### src/rtl/ole_pkg.sv
package ole_pkg;

    localparam int CAPACITY_DEF    = 32;
    localparam int HANDLE_BITS_DEF = 16;
    localparam int CAPACITY_MAX    = 256;
    localparam int CNT_BITS        = $clog2(CAPACITY_MAX + 1);
    localparam int TYPE_BITS       = 3;
    localparam int POS_BITS        = 6;
    localparam int VALUE_BITS      = 16;
    localparam int STATUS_BITS     = 2;
    localparam int LEN_BITS        = 6;
    localparam int OP_BITS         = 3;
    localparam int QUEUE_DEPTH     = 2;

    localparam logic [TYPE_BITS-1:0] REQ_APPEND  = 3'd0;
    localparam logic [TYPE_BITS-1:0] REQ_DELETE  = 3'd1;
    localparam logic [TYPE_BITS-1:0] REQ_REVERSE = 3'd2;
    localparam logic [TYPE_BITS-1:0] REQ_MOVE    = 3'd3;
    localparam logic [TYPE_BITS-1:0] REQ_SIZE    = 3'd4;
    localparam logic [TYPE_BITS-1:0] REQ_LIST    = 3'd5;

    localparam logic [STATUS_BITS-1:0] ST_OK      = 2'd0;
    localparam logic [STATUS_BITS-1:0] ST_BAD_POS = 2'd1;
    localparam logic [STATUS_BITS-1:0] ST_FULL    = 2'd2;
    localparam logic [STATUS_BITS-1:0] ST_EMPTY   = 2'd3;

    localparam logic [OP_BITS-1:0] OP_REPORT  = 3'd0;
    localparam logic [OP_BITS-1:0] OP_APPEND  = 3'd1;
    localparam logic [OP_BITS-1:0] OP_DELETE  = 3'd2;
    localparam logic [OP_BITS-1:0] OP_REVERSE = 3'd3;
    localparam logic [OP_BITS-1:0] OP_MOVE    = 3'd4;
    localparam logic [OP_BITS-1:0] OP_LIST    = 3'd5;

    typedef struct packed {
        logic [TYPE_BITS-1:0]  req_type;
        logic [POS_BITS-1:0]   position;
        logic [VALUE_BITS-1:0] entry_value;
    } req_t;

    typedef struct packed {
        logic [STATUS_BITS-1:0] status;
        logic [LEN_BITS-1:0]    list_length;
        logic [VALUE_BITS-1:0]  entry_out;
        logic [LEN_BITS-1:0]    entry_index;
        logic                   last;
    } rsp_t;

    typedef struct packed {
        logic [OP_BITS-1:0]     op;
        logic [STATUS_BITS-1:0] status;
        logic [CNT_BITS-1:0]    first;
        logic [CNT_BITS-1:0]    length;
        logic [VALUE_BITS-1:0]  value;
    } cmd_t;

endpackage

### src/rtl/ole_queue.sv
module ole_queue
(
    input  logic          clk,
    input  logic          rst_n,
    input  logic          push,
    input  ole_pkg::cmd_t push_data,
    output logic          full,
    input  logic          pop,
    output ole_pkg::cmd_t pop_data,
    output logic          empty
);

    localparam int DEPTH = ole_pkg::QUEUE_DEPTH;
    localparam int PW    = (DEPTH > 1) ? $clog2(DEPTH) : 1;
    localparam int FW    = $clog2(DEPTH + 1);

    ole_pkg::cmd_t        entries_reg [DEPTH];
    logic [PW-1:0]        wr_ptr_reg;
    logic [PW-1:0]        rd_ptr_reg;
    logic [FW-1:0]        fill_reg;
    logic [PW-1:0]        wr_ptr_next;
    logic [PW-1:0]        rd_ptr_next;
    logic [FW-1:0]        fill_next;
    logic                 do_push;
    logic                 do_pop;

    assign full     = (fill_reg == FW'(DEPTH));
    assign empty    = (fill_reg == '0);
    assign pop_data = entries_reg[rd_ptr_reg];
    assign do_push  = push && !full;
    assign do_pop   = pop && !empty;

    always_comb
    begin
        wr_ptr_next = wr_ptr_reg;
        rd_ptr_next = rd_ptr_reg;
        fill_next   = fill_reg;
        if (do_push)
        begin
            wr_ptr_next = (wr_ptr_reg == PW'(DEPTH - 1)) ? '0 : wr_ptr_reg + PW'(1);
        end
        if (do_pop)
        begin
            rd_ptr_next = (rd_ptr_reg == PW'(DEPTH - 1)) ? '0 : rd_ptr_reg + PW'(1);
        end
        if (do_push && !do_pop)
        begin
            fill_next = fill_reg + FW'(1);
        end
        else if (do_pop && !do_push)
        begin
            fill_next = fill_reg - FW'(1);
        end
    end

    always_ff @(posedge clk or negedge rst_n)
    begin
        if (!rst_n)
        begin
            wr_ptr_reg <= '0;
            rd_ptr_reg <= '0;
            fill_reg   <= '0;
        end
        else
        begin
            wr_ptr_reg <= wr_ptr_next;
            rd_ptr_reg <= rd_ptr_next;
            fill_reg   <= fill_next;
        end
    end

    always_ff @(posedge clk)
    begin
        if (do_push)
        begin
            entries_reg[wr_ptr_reg] <= push_data;
        end
    end

endmodule

### src/rtl/ole_front.sv
module ole_front
#(
    parameter int CAPACITY = ole_pkg::CAPACITY_DEF
)
(
    input  logic          clk,
    input  logic          rst_n,
    input  logic          req_valid,
    output logic          req_stall,
    input  ole_pkg::req_t req,
    output logic          q_push,
    output ole_pkg::cmd_t q_data,
    input  logic          q_full
);

    localparam int CW  = $clog2(CAPACITY + 1);
    localparam int CNB = ole_pkg::CNT_BITS;

    logic [CW-1:0]  count_reg;
    logic [CW-1:0]  count_next;
    logic [CNB-1:0] cnt;
    logic [CNB-1:0] pos;
    logic [CNB-1:0] cap;
    logic [CNB-1:0] n_list;
    logic           pos_bad;

    assign req_stall = q_full;
    assign q_push    = req_valid && !q_full;

    always_comb
    begin
        cnt     = CNB'(count_reg);
        pos     = CNB'(req.position);
        cap     = CNB'(CAPACITY);
        pos_bad = (pos == '0) || (pos > cnt);
        n_list  = (pos < cnt) ? pos : cnt;

        q_data.op     = ole_pkg::OP_REPORT;
        q_data.status = ole_pkg::ST_OK;
        q_data.first  = '0;
        q_data.length = cnt;
        q_data.value  = req.entry_value;

        case (req.req_type)
            ole_pkg::REQ_APPEND:
            begin
                if (cnt >= cap)
                begin
                    q_data.status = ole_pkg::ST_FULL;
                end
                else
                begin
                    q_data.op     = ole_pkg::OP_APPEND;
                    q_data.first  = cnt;
                    q_data.length = cnt + CNB'(1);
                end
            end
            ole_pkg::REQ_DELETE:
            begin
                if (pos_bad)
                begin
                    q_data.status = ole_pkg::ST_BAD_POS;
                end
                else
                begin
                    q_data.op     = ole_pkg::OP_DELETE;
                    q_data.first  = pos - CNB'(1);
                    q_data.length = cnt - CNB'(1);
                end
            end
            ole_pkg::REQ_REVERSE:
            begin
                if (cnt > CNB'(1))
                begin
                    q_data.op    = ole_pkg::OP_REVERSE;
                    q_data.first = cnt - CNB'(1);
                end
            end
            ole_pkg::REQ_MOVE:
            begin
                if (pos_bad)
                begin
                    q_data.status = ole_pkg::ST_BAD_POS;
                end
                else if (pos != CNB'(1))
                begin
                    q_data.op    = ole_pkg::OP_MOVE;
                    q_data.first = pos - CNB'(1);
                end
            end
            ole_pkg::REQ_LIST:
            begin
                if (n_list == '0)
                begin
                    q_data.status = ole_pkg::ST_EMPTY;
                end
                else
                begin
                    q_data.op    = ole_pkg::OP_LIST;
                    q_data.first = n_list;
                end
            end
            default:
            begin
                q_data.op = ole_pkg::OP_REPORT;
            end
        endcase

        count_next = q_push ? CW'(q_data.length) : count_reg;
    end

    always_ff @(posedge clk or negedge rst_n)
    begin
        if (!rst_n)
        begin
            count_reg <= '0;
        end
        else
        begin
            count_reg <= count_next;
        end
    end

endmodule

### src/rtl/ole_back.sv
module ole_back
#(
    parameter int CAPACITY    = ole_pkg::CAPACITY_DEF,
    parameter int HANDLE_BITS = ole_pkg::HANDLE_BITS_DEF
)
(
    input  logic          clk,
    input  logic          rst_n,
    input  logic          q_empty,
    output logic          q_pop,
    input  ole_pkg::cmd_t q_data,
    output logic          rsp_valid,
    input  logic          rsp_stall,
    output ole_pkg::rsp_t rsp
);

    localparam int AW  = $clog2(CAPACITY);
    localparam int CW  = $clog2(CAPACITY + 1);
    localparam int VB  = ole_pkg::VALUE_BITS;
    localparam int LB  = ole_pkg::LEN_BITS;
    localparam int SW  = (HANDLE_BITS < VB) ? HANDLE_BITS : VB;

    localparam logic [3:0] S_IDLE    = 4'd0;
    localparam logic [3:0] S_EMIT    = 4'd1;
    localparam logic [3:0] S_DEL_RD  = 4'd2;
    localparam logic [3:0] S_DEL_WR  = 4'd3;
    localparam logic [3:0] S_MV_RD0  = 4'd4;
    localparam logic [3:0] S_MV_CAP  = 4'd5;
    localparam logic [3:0] S_MV_RD   = 4'd6;
    localparam logic [3:0] S_MV_WR   = 4'd7;
    localparam logic [3:0] S_MV_FIN  = 4'd8;
    localparam logic [3:0] S_RV_RDA  = 4'd9;
    localparam logic [3:0] S_RV_RDB  = 4'd10;
    localparam logic [3:0] S_RV_WRA  = 4'd11;
    localparam logic [3:0] S_RV_WRB  = 4'd12;
    localparam logic [3:0] S_LS_RD   = 4'd13;
    localparam logic [3:0] S_LS_EM   = 4'd14;

    logic [SW-1:0]  slots_mem [CAPACITY];

    logic [3:0]     state_reg;
    logic [3:0]     state_next;
    ole_pkg::cmd_t  cur_reg;
    ole_pkg::cmd_t  cur_next;
    logic [CW-1:0]  idx_reg;
    logic [CW-1:0]  idx_next;
    logic [CW-1:0]  aux_reg;
    logic [CW-1:0]  aux_next;
    logic [CW-1:0]  idx_inc;
    logic [CW-1:0]  idx_dec;
    logic [SW-1:0]  hold_reg;
    logic [SW-1:0]  hold_next;
    logic [SW-1:0]  rdata_reg;
    logic           out_valid_reg;
    ole_pkg::rsp_t  out_reg;
    ole_pkg::rsp_t  out_next;
    logic           out_load;
    logic           out_free;

    logic           mem_we;
    logic [AW-1:0]  mem_waddr;
    logic [SW-1:0]  mem_wdata;
    logic           mem_re;
    logic [AW-1:0]  mem_raddr;

    assign rsp_valid = out_valid_reg;
    assign rsp       = out_reg;
    assign out_free  = !out_valid_reg || !rsp_stall;
    assign idx_inc   = idx_reg + CW'(1);
    assign idx_dec   = idx_reg - CW'(1);

    always_comb
    begin
        state_next = state_reg;
        cur_next   = cur_reg;
        idx_next   = idx_reg;
        aux_next   = aux_reg;
        hold_next  = hold_reg;
        out_next   = out_reg;
        out_load   = 1'b0;
        q_pop      = 1'b0;
        mem_we     = 1'b0;
        mem_waddr  = '0;
        mem_wdata  = '0;
        mem_re     = 1'b0;
        mem_raddr  = '0;

        case (state_reg)
            S_IDLE:
            begin
                if (!q_empty)
                begin
                    q_pop    = 1'b1;
                    cur_next = q_data;
                    idx_next = CW'(q_data.first);
                    aux_next = CW'(q_data.first);
                    case (q_data.op)
                        ole_pkg::OP_APPEND:
                        begin
                            mem_we     = 1'b1;
                            mem_waddr  = AW'(q_data.first);
                            mem_wdata  = q_data.value[SW-1:0];
                            state_next = S_EMIT;
                        end
                        ole_pkg::OP_DELETE:
                        begin
                            if (CW'(q_data.first) < CW'(q_data.length))
                            begin
                                state_next = S_DEL_RD;
                            end
                            else
                            begin
                                state_next = S_EMIT;
                            end
                        end
                        ole_pkg::OP_REVERSE:
                        begin
                            idx_next   = '0;
                            state_next = S_RV_RDA;
                        end
                        ole_pkg::OP_MOVE:
                        begin
                            state_next = S_MV_RD0;
                        end
                        ole_pkg::OP_LIST:
                        begin
                            idx_next   = '0;
                            state_next = S_LS_RD;
                        end
                        default:
                        begin
                            state_next = S_EMIT;
                        end
                    endcase
                end
            end
            S_DEL_RD:
            begin
                mem_re     = 1'b1;
                mem_raddr  = idx_inc[AW-1:0];
                state_next = S_DEL_WR;
            end
            S_DEL_WR:
            begin
                mem_we    = 1'b1;
                mem_waddr = idx_reg[AW-1:0];
                mem_wdata = rdata_reg;
                idx_next  = idx_inc;
                if (idx_inc >= CW'(cur_reg.length))
                begin
                    state_next = S_EMIT;
                end
                else
                begin
                    state_next = S_DEL_RD;
                end
            end
            S_MV_RD0:
            begin
                mem_re     = 1'b1;
                mem_raddr  = idx_reg[AW-1:0];
                state_next = S_MV_CAP;
            end
            S_MV_CAP:
            begin
                hold_next  = rdata_reg;
                mem_re     = 1'b1;
                mem_raddr  = idx_dec[AW-1:0];
                state_next = S_MV_WR;
            end
            S_MV_RD:
            begin
                mem_re     = 1'b1;
                mem_raddr  = idx_dec[AW-1:0];
                state_next = S_MV_WR;
            end
            S_MV_WR:
            begin
                mem_we    = 1'b1;
                mem_waddr = idx_reg[AW-1:0];
                mem_wdata = rdata_reg;
                idx_next  = idx_dec;
                if (idx_dec == '0)
                begin
                    state_next = S_MV_FIN;
                end
                else
                begin
                    state_next = S_MV_RD;
                end
            end
            S_MV_FIN:
            begin
                mem_we     = 1'b1;
                mem_waddr  = '0;
                mem_wdata  = hold_reg;
                state_next = S_EMIT;
            end
            S_RV_RDA:
            begin
                mem_re     = 1'b1;
                mem_raddr  = idx_reg[AW-1:0];
                state_next = S_RV_RDB;
            end
            S_RV_RDB:
            begin
                hold_next  = rdata_reg;
                mem_re     = 1'b1;
                mem_raddr  = aux_reg[AW-1:0];
                state_next = S_RV_WRA;
            end
            S_RV_WRA:
            begin
                mem_we     = 1'b1;
                mem_waddr  = idx_reg[AW-1:0];
                mem_wdata  = rdata_reg;
                state_next = S_RV_WRB;
            end
            S_RV_WRB:
            begin
                mem_we    = 1'b1;
                mem_waddr = aux_reg[AW-1:0];
                mem_wdata = hold_reg;
                idx_next  = idx_inc;
                aux_next  = aux_reg - CW'(1);
                if (idx_inc < aux_reg - CW'(1))
                begin
                    state_next = S_RV_RDA;
                end
                else
                begin
                    state_next = S_EMIT;
                end
            end
            S_LS_RD:
            begin
                mem_re     = 1'b1;
                mem_raddr  = idx_reg[AW-1:0];
                state_next = S_LS_EM;
            end
            S_LS_EM:
            begin
                if (out_free)
                begin
                    out_load             = 1'b1;
                    out_next.status      = ole_pkg::ST_OK;
                    out_next.list_length = LB'(cur_reg.length);
                    out_next.entry_out   = VB'(rdata_reg);
                    out_next.entry_index = LB'(idx_inc);
                    out_next.last        = (idx_inc == aux_reg);
                    idx_next             = idx_inc;
                    if (idx_inc == aux_reg)
                    begin
                        state_next = S_IDLE;
                    end
                    else
                    begin
                        state_next = S_LS_RD;
                    end
                end
            end
            S_EMIT:
            begin
                if (out_free)
                begin
                    out_load             = 1'b1;
                    out_next.status      = cur_reg.status;
                    out_next.list_length = LB'(cur_reg.length);
                    out_next.entry_out   = '0;
                    out_next.entry_index = '0;
                    out_next.last        = 1'b1;
                    state_next           = S_IDLE;
                end
            end
            default:
            begin
                state_next = S_IDLE;
            end
        endcase
    end

    always_ff @(posedge clk or negedge rst_n)
    begin
        if (!rst_n)
        begin
            state_reg     <= S_IDLE;
            out_valid_reg <= 1'b0;
        end
        else
        begin
            state_reg <= state_next;
            if (out_load)
            begin
                out_valid_reg <= 1'b1;
            end
            else if (!rsp_stall)
            begin
                out_valid_reg <= 1'b0;
            end
        end
    end

    always_ff @(posedge clk)
    begin
        cur_reg  <= cur_next;
        idx_reg  <= idx_next;
        aux_reg  <= aux_next;
        hold_reg <= hold_next;
        out_reg  <= out_next;
    end

    always_ff @(posedge clk)
    begin
        if (mem_we)
        begin
            slots_mem[mem_waddr] <= mem_wdata;
        end
        if (mem_re)
        begin
            rdata_reg <= slots_mem[mem_raddr];
        end
    end

endmodule

### src/rtl/ordered_list_engine.sv
// Bounded ordered list of entry handles with append, delete, reverse, move to front, size and
// listing requests. A front stage checks each request against its own copy of the list length
// and queues a decoded command, and a back stage carries it out on a single-port list memory
// and drives the response register. Append writes one slot and report-only requests touch
// no slot; delete moves each later entry one place down, move to front shifts each earlier
// entry one place up and writes the moved entry at the front, reverse reads and writes both
// entries of each swapped pair, and a listing reads and emits each listed entry. The list
// memory takes one access, a read or a write, per cycle, with its read data registered. The
// queue lets two further requests be taken while a command is still being worked on.
module ordered_list_engine
#(
    parameter int CAPACITY    = ole_pkg::CAPACITY_DEF,
    parameter int HANDLE_BITS = ole_pkg::HANDLE_BITS_DEF
)
(
    input  logic          clk,
    input  logic          rst_n,
    input  logic          req_valid,
    output logic          req_stall,
    input  ole_pkg::req_t req,
    output logic          rsp_valid,
    input  logic          rsp_stall,
    output ole_pkg::rsp_t rsp
);

    logic          q_push;
    logic          q_full;
    logic          q_pop;
    logic          q_empty;
    ole_pkg::cmd_t q_in;
    ole_pkg::cmd_t q_out;

    ole_front
    #(
        .CAPACITY (CAPACITY)
    )
    u_front
    (
        .clk       (clk),
        .rst_n     (rst_n),
        .req_valid (req_valid),
        .req_stall (req_stall),
        .req       (req),
        .q_push    (q_push),
        .q_data    (q_in),
        .q_full    (q_full)
    );

    ole_queue u_queue
    (
        .clk       (clk),
        .rst_n     (rst_n),
        .push      (q_push),
        .push_data (q_in),
        .full      (q_full),
        .pop       (q_pop),
        .pop_data  (q_out),
        .empty     (q_empty)
    );

    ole_back
    #(
        .CAPACITY    (CAPACITY),
        .HANDLE_BITS (HANDLE_BITS)
    )
    u_back
    (
        .clk       (clk),
        .rst_n     (rst_n),
        .q_empty   (q_empty),
        .q_pop     (q_pop),
        .q_data    (q_out),
        .rsp_valid (rsp_valid),
        .rsp_stall (rsp_stall),
        .rsp       (rsp)
    );

endmodule
### config.mk
export PLATFORM = sky130hd
export DESIGN_NAME = ordered_list_engine
export DESIGN_NICKNAME = d
export VERILOG_FILES = /design/src/rtl/ole_pkg.sv /design/src/rtl/ole_queue.sv /design/src/rtl/ole_front.sv /design/src/rtl/ole_back.sv /design/src/rtl/ordered_list_engine.sv
export SDC_FILE = /design/constraint.sdc
export NUM_CORES = 1
export LEC_CHECK = 0
export BUFFER_PORTS_ARGS = -buffer_cell sky130_fd_sc_hd__buf_2
export CAP_MARGIN = 20
export CORE_MARGIN = 8
export CORE_UTILIZATION = 45
export DETAILED_ROUTE_END_ITERATION = 16
export REMOVE_ABC_BUFFERS = 1
export SYNTH_ARGS = -nofsm -noshare
export SYNTH_HDL_FRONTEND = slang
export SYNTH_SLANG_ARGS = --single-unit
### constraint.sdc
create_clock -name clk -period 3.9 [get_ports clk]
set_input_delay 0.39 -clock clk [delete_from_list [all_inputs] [get_ports clk]]
set_output_delay 0.39 -clock clk [all_outputs]
set_load 0.05 [all_outputs]
[Word level (Yosys, flattened, before mapping)]
Memories as Yosys holds them, arrays and structs flattened. A register that Yosys moved wholly into a read port is not among the register bits.
Cells that the tools add are included.
Storage, ports and cells
  register bits: 82
  output and inout port bits: 33
  logic and storage cells: 169
  memories: 2
  bits in writable memories: 590
Memories
  u_back.slots_mem: words 32, bits a word 16, read ports 1, clocked after memory_dff 1, write ports 1, RTL line ole_back.sv:39  | logic [SW-1:0] slots_mem [CAPACITY];
  u_queue.entries_reg: words 2, bits a word 39, read ports 1, clocked after memory_dff 0, write ports 1, RTL line ole_queue.sv:17  | ole_pkg::cmd_t entries_reg [DEPTH];
Cells by class
  reduce and logical (&&, ||, !) cells: 39
  bitwise logic cells: 1
  equal/unequal tests: 30
  muxes and demuxes: 64
  add/subtract/negate cells: 10
  $lt $le $gt $ge: 7
Operators with widths (count)
  2-to-1 mux 31 bit: 2
  one-hot mux 31 bit (2 select lines): 1
  one-hot mux 4 bit (14 select lines): 1
  one-hot mux 16 bit (3 select lines): 1
  one-hot mux 9 bit (5 select lines): 1
  2-to-1 mux 9 bit: 4
  2-to-1 mux 16 bit: 2
  2-to-1 mux 6 bit: 5
  == test 4 bit (second input constant): 7
  2-to-1 mux 4 bit: 6
  one-hot mux 6 bit (4 select lines): 1
  one-hot mux 5 bit (4 select lines): 1
  less-than comparator 6 bit: 3
  2-to-1 mux 18 bit: 1
  one-hot mux 9 bit (2 select lines): 1
  2-to-1 mux 1 bit: 17
  == test 4 x 3 -> 1 bit (second input constant): 4
  2-to-1 mux 2 bit: 8
  one-hot mux 4 bit (4 select lines): 1
  2-to-1 mux 15 bit: 1
  one-hot mux 3 bit (5 select lines): 1
  one-hot mux 5 bit (3 select lines): 1
  OR reduction 2 bit: 7
  subtractor 6 x 1 -> 7 bit (second input constant): 2
  41 further kinds: 72

[Logic depth before layout (Yosys ltp)]
  depth in word-level cells: 8
  depth in mapped cells: 14
  mapped depth without buffers: 11

[Cells and area by module]
A second synthesis with hierarchy kept.
Unflattened totals
  cell total of the unflattened synthesis: 2173
  area total of the unflattened synthesis: 30125.1 um^2
Modules (own cells, without submodules)
  ole_back: times used 1, area an instance 25538.2 um^2, cells an instance 1825, seq. area each 17992.3 um^2
  ole_queue: times used 1, area an instance 3007.9 um^2, cells an instance 140, seq. area each 2442.3 um^2
  ole_front: times used 1, area an instance 1579.0 um^2, cells an instance 208, seq. area each 150.1 um^2

[Worst setup path after synthesis]
OpenSTA, ideal clock, no wires.
  path type: reg2reg
  start: reg u_back.state_reg[1]
  end: reg u_back.out_reg (netlist bit u_back.rsp[0]), enable pin
  path buffers: 4
  period minus slack after synthesis: 3566 ps
  arrival time: 3147 ps
  required time: 3481 ps
  cell stages (with the launch flop): 9
  slack: 334 ps
  path through: dfrtp_1 buf_4 buf_2 buf_1 nand2b_1 nor3_1 clkbuf_1 a31oi_1 nor2_1
Between the ends
  longest elaborated chain between the ends: 3
  elaborated cells on any way between the ends: 6
Ends and longest elaborated chain
  start: declaration: RTL line ole_back.sv:41  | logic [3:0] state_reg;
  start signal: assignment: RTL line ole_back.sv:291  | state_reg <= state_next;
  == test 4 x 1 -> 1 bit or == test 4 bit (tied branches): RTL line ole_back.sv:88  | case (state_reg)
  != test 2 x 1 -> 1 bit (no source line) or nonzero test 2 bit (tied branches)
  AND reduction 3 bit (no source line) *
  end signal: assignment: RTL line ole_back.sv:309  | out_reg <= out_next;
  end: declaration: RTL line ole_back.sv:55  | ole_pkg::rsp_t out_reg;
Mark *: on every way between the ends. The rest lies on a longest branch, timed or not.
A chain may end at the register's enable or synchronous reset.

[Worst setup path after layout]
  start: reg u_back.idx_reg[1]
  end: reg u_back.rdata_reg[7] (read register of u_back.slots_mem) (data pin)
Between the ends
  longest elaborated chain between the ends: 2
  elaborated cells on any way between the ends: 3
Ends and longest elaborated chain
  start: declaration: RTL line ole_back.sv:45  | logic [CW-1:0] idx_reg;
  start signal: assignment: RTL line ole_back.sv:306  | idx_reg <= idx_next;
  subtractor 6 x 1 -> 6 bit or adder 6 x 1 -> 6 bit (tied branches): RTL line ole_back.sv:70, ole_back.sv:69
  one-hot mux 5 bit (4 select lines) *: RTL line ole_back.sv:88
  end: declaration: RTL line ole_back.sv:53  | logic [SW-1:0] rdata_reg;
Marks and branches as above.

==> impl_results.md <==
- Share of cells above drive strength 1: 15.71%
- Crit-path max FO: 35
- Int Pwr: 18460 uW
- DR vias/cell: 5.764
- R2r setup slk: 0.22 ns
- YS warnings: 0
- Max incr delay on CP: 0.50 ns
- CTS max path bufs: 3
- Min cycle time layout: 3.680 ns
- Post-DP HPWL: 49.33 mm
- CTS Sinks: 676
- Total number of vias: 18060
- Max transition margin: 32.19%
- Min-delay worst type: primary input to register
- Complex-gate fraction of the synthesized area: 7.366%
- Sequential area share after synthesis: a little under three quarters
- Synthesis-stage register bit count: 676
- WS Path Type: register to register
- Overall power: 31200 uW
- First-pass GRT wire length: around 120 mm
- Placed Instance Area: between 30000 and 40000 sq um
- CTS tree: yes
- Largest family of logic cells by synthesized area: simple AND/OR/NAND/NOR gates
- Mean Syn Cell Area: roughly 14 sq um
- RSZ-0062 raised after global routing: false
- All-layer global routing usage: between 20% and 30%
- Post-synthesis async set-or-reset flop share: roughly 2.2%
- Post-synth cell types: 72
- CTS Buf Count: 73
- Die footprint: 71360 sq um
- Clock power frac: 21.7%
- Root buf cell: clkbuf_16
- FMAX: 0.2717 GHz
- Net Sw Power: 12750 uW
- Sw Share: 40.85%
- Max cap viols: 0
- Tcrit/Tclk final: 94.36%
- Area delta synth->final: 15.69%
- Max reg flops: 512
- Post-Syn Area: ~28000 sq um
- Fin worst setup slack: 0.2199 ns
- Initial antenna violation count: 2
- RR Endpoint: u_back.rdata_reg[7]
- Reg clk slew, reported paths: 0.06 ns
- GP Congestion: 0.8984
- Max VDD drop: 0.0005274 V
- Gate power share: 43.5%
- Reg2Reg Launch Point: u_back.idx_reg[1]
- Average wire per standard cell: roughly 24 microns
- DRT iter0 DRCs: 2027
- H-tree depth: 3
- Reg2Reg Depth: 11
- Final Setup Violations: 0
- Outcome: finished, final reports clean
- Post-synth EDFFs: 661
- Worst Tran Pin Value: 1.007 ns
- XOR/XNOR Fraction of Synth Area: 1.173%
- Register share of total power: 34.8%
- Initial core utilization: approximately 45%
- Post-route DRC: 0
- Synth Area in Simple Gates: between 10% and 20%
- Row cnt: 92
- Synth Flop Type: edfxtp_1
- Cells after Synth: 2076
- Critical Path Start: u_back.idx_reg[1]
- Crit path cell chain: inv_1 > ha_1 > o21a_1 > o211ai_1 > o211ai_1 > buf_12 > buf_4 > mux4_2 > a22o_1 > a211oi_1 > nand4_1
- Most frequent CP cell: o211ai_1
- Core area: 62740 sq um
- Routed wire length: 76.54 mm
- Pin count of the biggest net entering global routing: 64
- Final Hold Viols: 0
- Hold Crit Start: rsp_stall
- Die height: 267.1 microns
- Power Density: between 900 and 1000 nW/um^2
- Setup Total Neg Slack: 0 ns
- Crit path capture type: register
- Arrival time at the worst endpoint: ~4 ns
- Fin area: around 33000 sq um
- Adder-Cell Fraction of Synth Area: 1.446%
- Number of global-route vias before repair: 17620
- Layout Cells excl Fill: 3133
- Worst slack, placed: approximately 0.13 ns
- Die width: 267.1 microns
- Dpl cells: 2978
- Hold Crit Depth: 3
- Startpoint types: register
- Nets: 2286
- Leak pwr: 0.01149 uW
- Crit-path slowest cell: edfxtp_1
- Multiplexer share of the synthesized area: roughly 4%
- Hold Path Sink: u_back.rsp_valid
- Clock latency on the worst-skew pair: 0.62 ns
- Pins Over Slew Limit: 0
- Port Buffers: a little over 60
- Worst EP required: between 4 and 5 ns
- Gr ovfl total: 0
- Worst clock skew: approximately 0.018 ns
- Num ports: 62
- Final ANT Viol Nets: 0
- Pre-Repair DR Iteration Count: 6
## cells in the mapped netlist, types with 20 or more instances
cell | n | share of area, %
xnor2_1 | 25 | 0.77
nor2_1 | 88 | 1.2
clkbuf_1 | 59 | 0.78
a22oi_1 | 23 | 0.61
nand4_1 | 20 | 0.44
nor3_1 | 27 | 0.48
nand3_1 | 177 | 3.1
a32o_1 | 30 | 1.1
o21ai_0 | 52 | 0.92
edfxtp_1 | 661 | 70
a21oi_1 | 98 | 1.7
mux2i_1 | 34 | 1.2
inv_1 | 39 | 0.52
nand2_1 | 394 | 5.2
mux4_2 | 32 | 2.5
ha_1 | 32 | 1.4
nor2b_1 | 27 | 0.60
buf_2 | 38 | 0.67
## worst max-delay path by stage
stage / end / slack, ns / depth (start not counted)
5_1_grt: u_back.rdata_reg[7] / 0.10 / 11
3_5_place_dp: u_back.rdata_reg[7] / 0.13 / 8
4_1_cts: u_back.rdata_reg[7] / 0.14 / 8
3_3_place_gp: u_back.rdata_reg[7] / 0.22 / 8
2_1_floorplan: u_back.rdata_reg[14] / -2.94 / 7
6_report: u_back.rdata_reg[7] / 0.22 / 11
## layout by cell type (no fill, tap or decap), types with 16 or more instances in the layout
master	instances
a21oi_1	97
a22o_1	16
a22oi_1	23
a32o_1	30
buf_2	61
buf_4	102
clkbuf_1	19
clkbuf_16	74
dlygate4sd3_1	17
edfxtp_1	661
ha_1	32
inv_1	39
mux2i_1	34
mux4_2	32
nand2_1	392
nand3_1	177
nand4_1	20
nor2_1	86
nor2b_1	27
nor3_1	26
o21ai_0	36
o21ai_2	17
o22ai_1	19
xnor2_1	25
## cells by family (layout without fill, tap and decap cells)
family / after synthesis / after routing
mux: 73 / 73
buf+inv: 158 / 367
flops: 676 / 676
other cells: 0 / 2
compound gates: 313 / 313
simple gates: 785 / 785
xor+xnor: 38 / 38
fa+ha+maj: 33 / 33
## power by group through the flow
stage                     Sequential [uW]  Combinational (uW)  Clock [uW]
final                               10900               13600        6780
after global routing                10900               14700        7180
after floorplan                     11200                7390           0
after global placement              11000               13400           0
after detailed placement            11000               13500           0
after CTS                           10800               13600        6900
## layout make-up
| cell class | count | area (sq um) |
|---|---|---|
| repair buffers | 191 | 1453 |
| clock inverters | 41 | 412.9 |
| clock buffers | 94 | 1937 |
| diodes | 2 | 5.005 |
| inverters | 41 | 153.9 |
| well taps | 846 | 1059 |
| fillers | 5210 | 29900 |
| flip-flops and latches | 676 | 20230 |
| multi-input cells | 1242 | 7587 |
## repair_timing
action,4_1_cts,5_1_grt
hold endpoints to repair,47,0
hold buffers,17,0
setup buffers,0,0
resized for setup,0,2
setup endpoints to repair,0,1
## worst max-delay path: cells and delay by family (launching register included)
family / cells / cell delay (ns)
compound gates: 5 / 1.31
buf+inv: 3 / 0.69
flops: 1 / 0.50
fa+ha+maj: 1 / 0.33
mux: 1 / 0.33
simple gates: 1 / 0.21
## stage by stage
stage,hold slack (ns),util (%)
6_report,0.06857,52.34
5_1_grt,0.08167,52.33
4_1_cts,0.03629,52.29
3_5_place_dp,0.3801,48.27
3_3_place_gp,0.3943,48.25
2_1_floorplan,0.09441,-
## per-layer routing
layer  part of all wire, %  wire [microns]  vias to the layer above  track usage (%)
met4                   2.8            2177                        0            7.264
met3                   6.7            5105                      121            3.112
met5                     0               0                        -                0
met1                    42           31840                     9125            28.78
met2                    49           37420                      687            35.57
li1                      -               -                     8125                -
No activity file was read; power rests on OpenSTA's default activity.
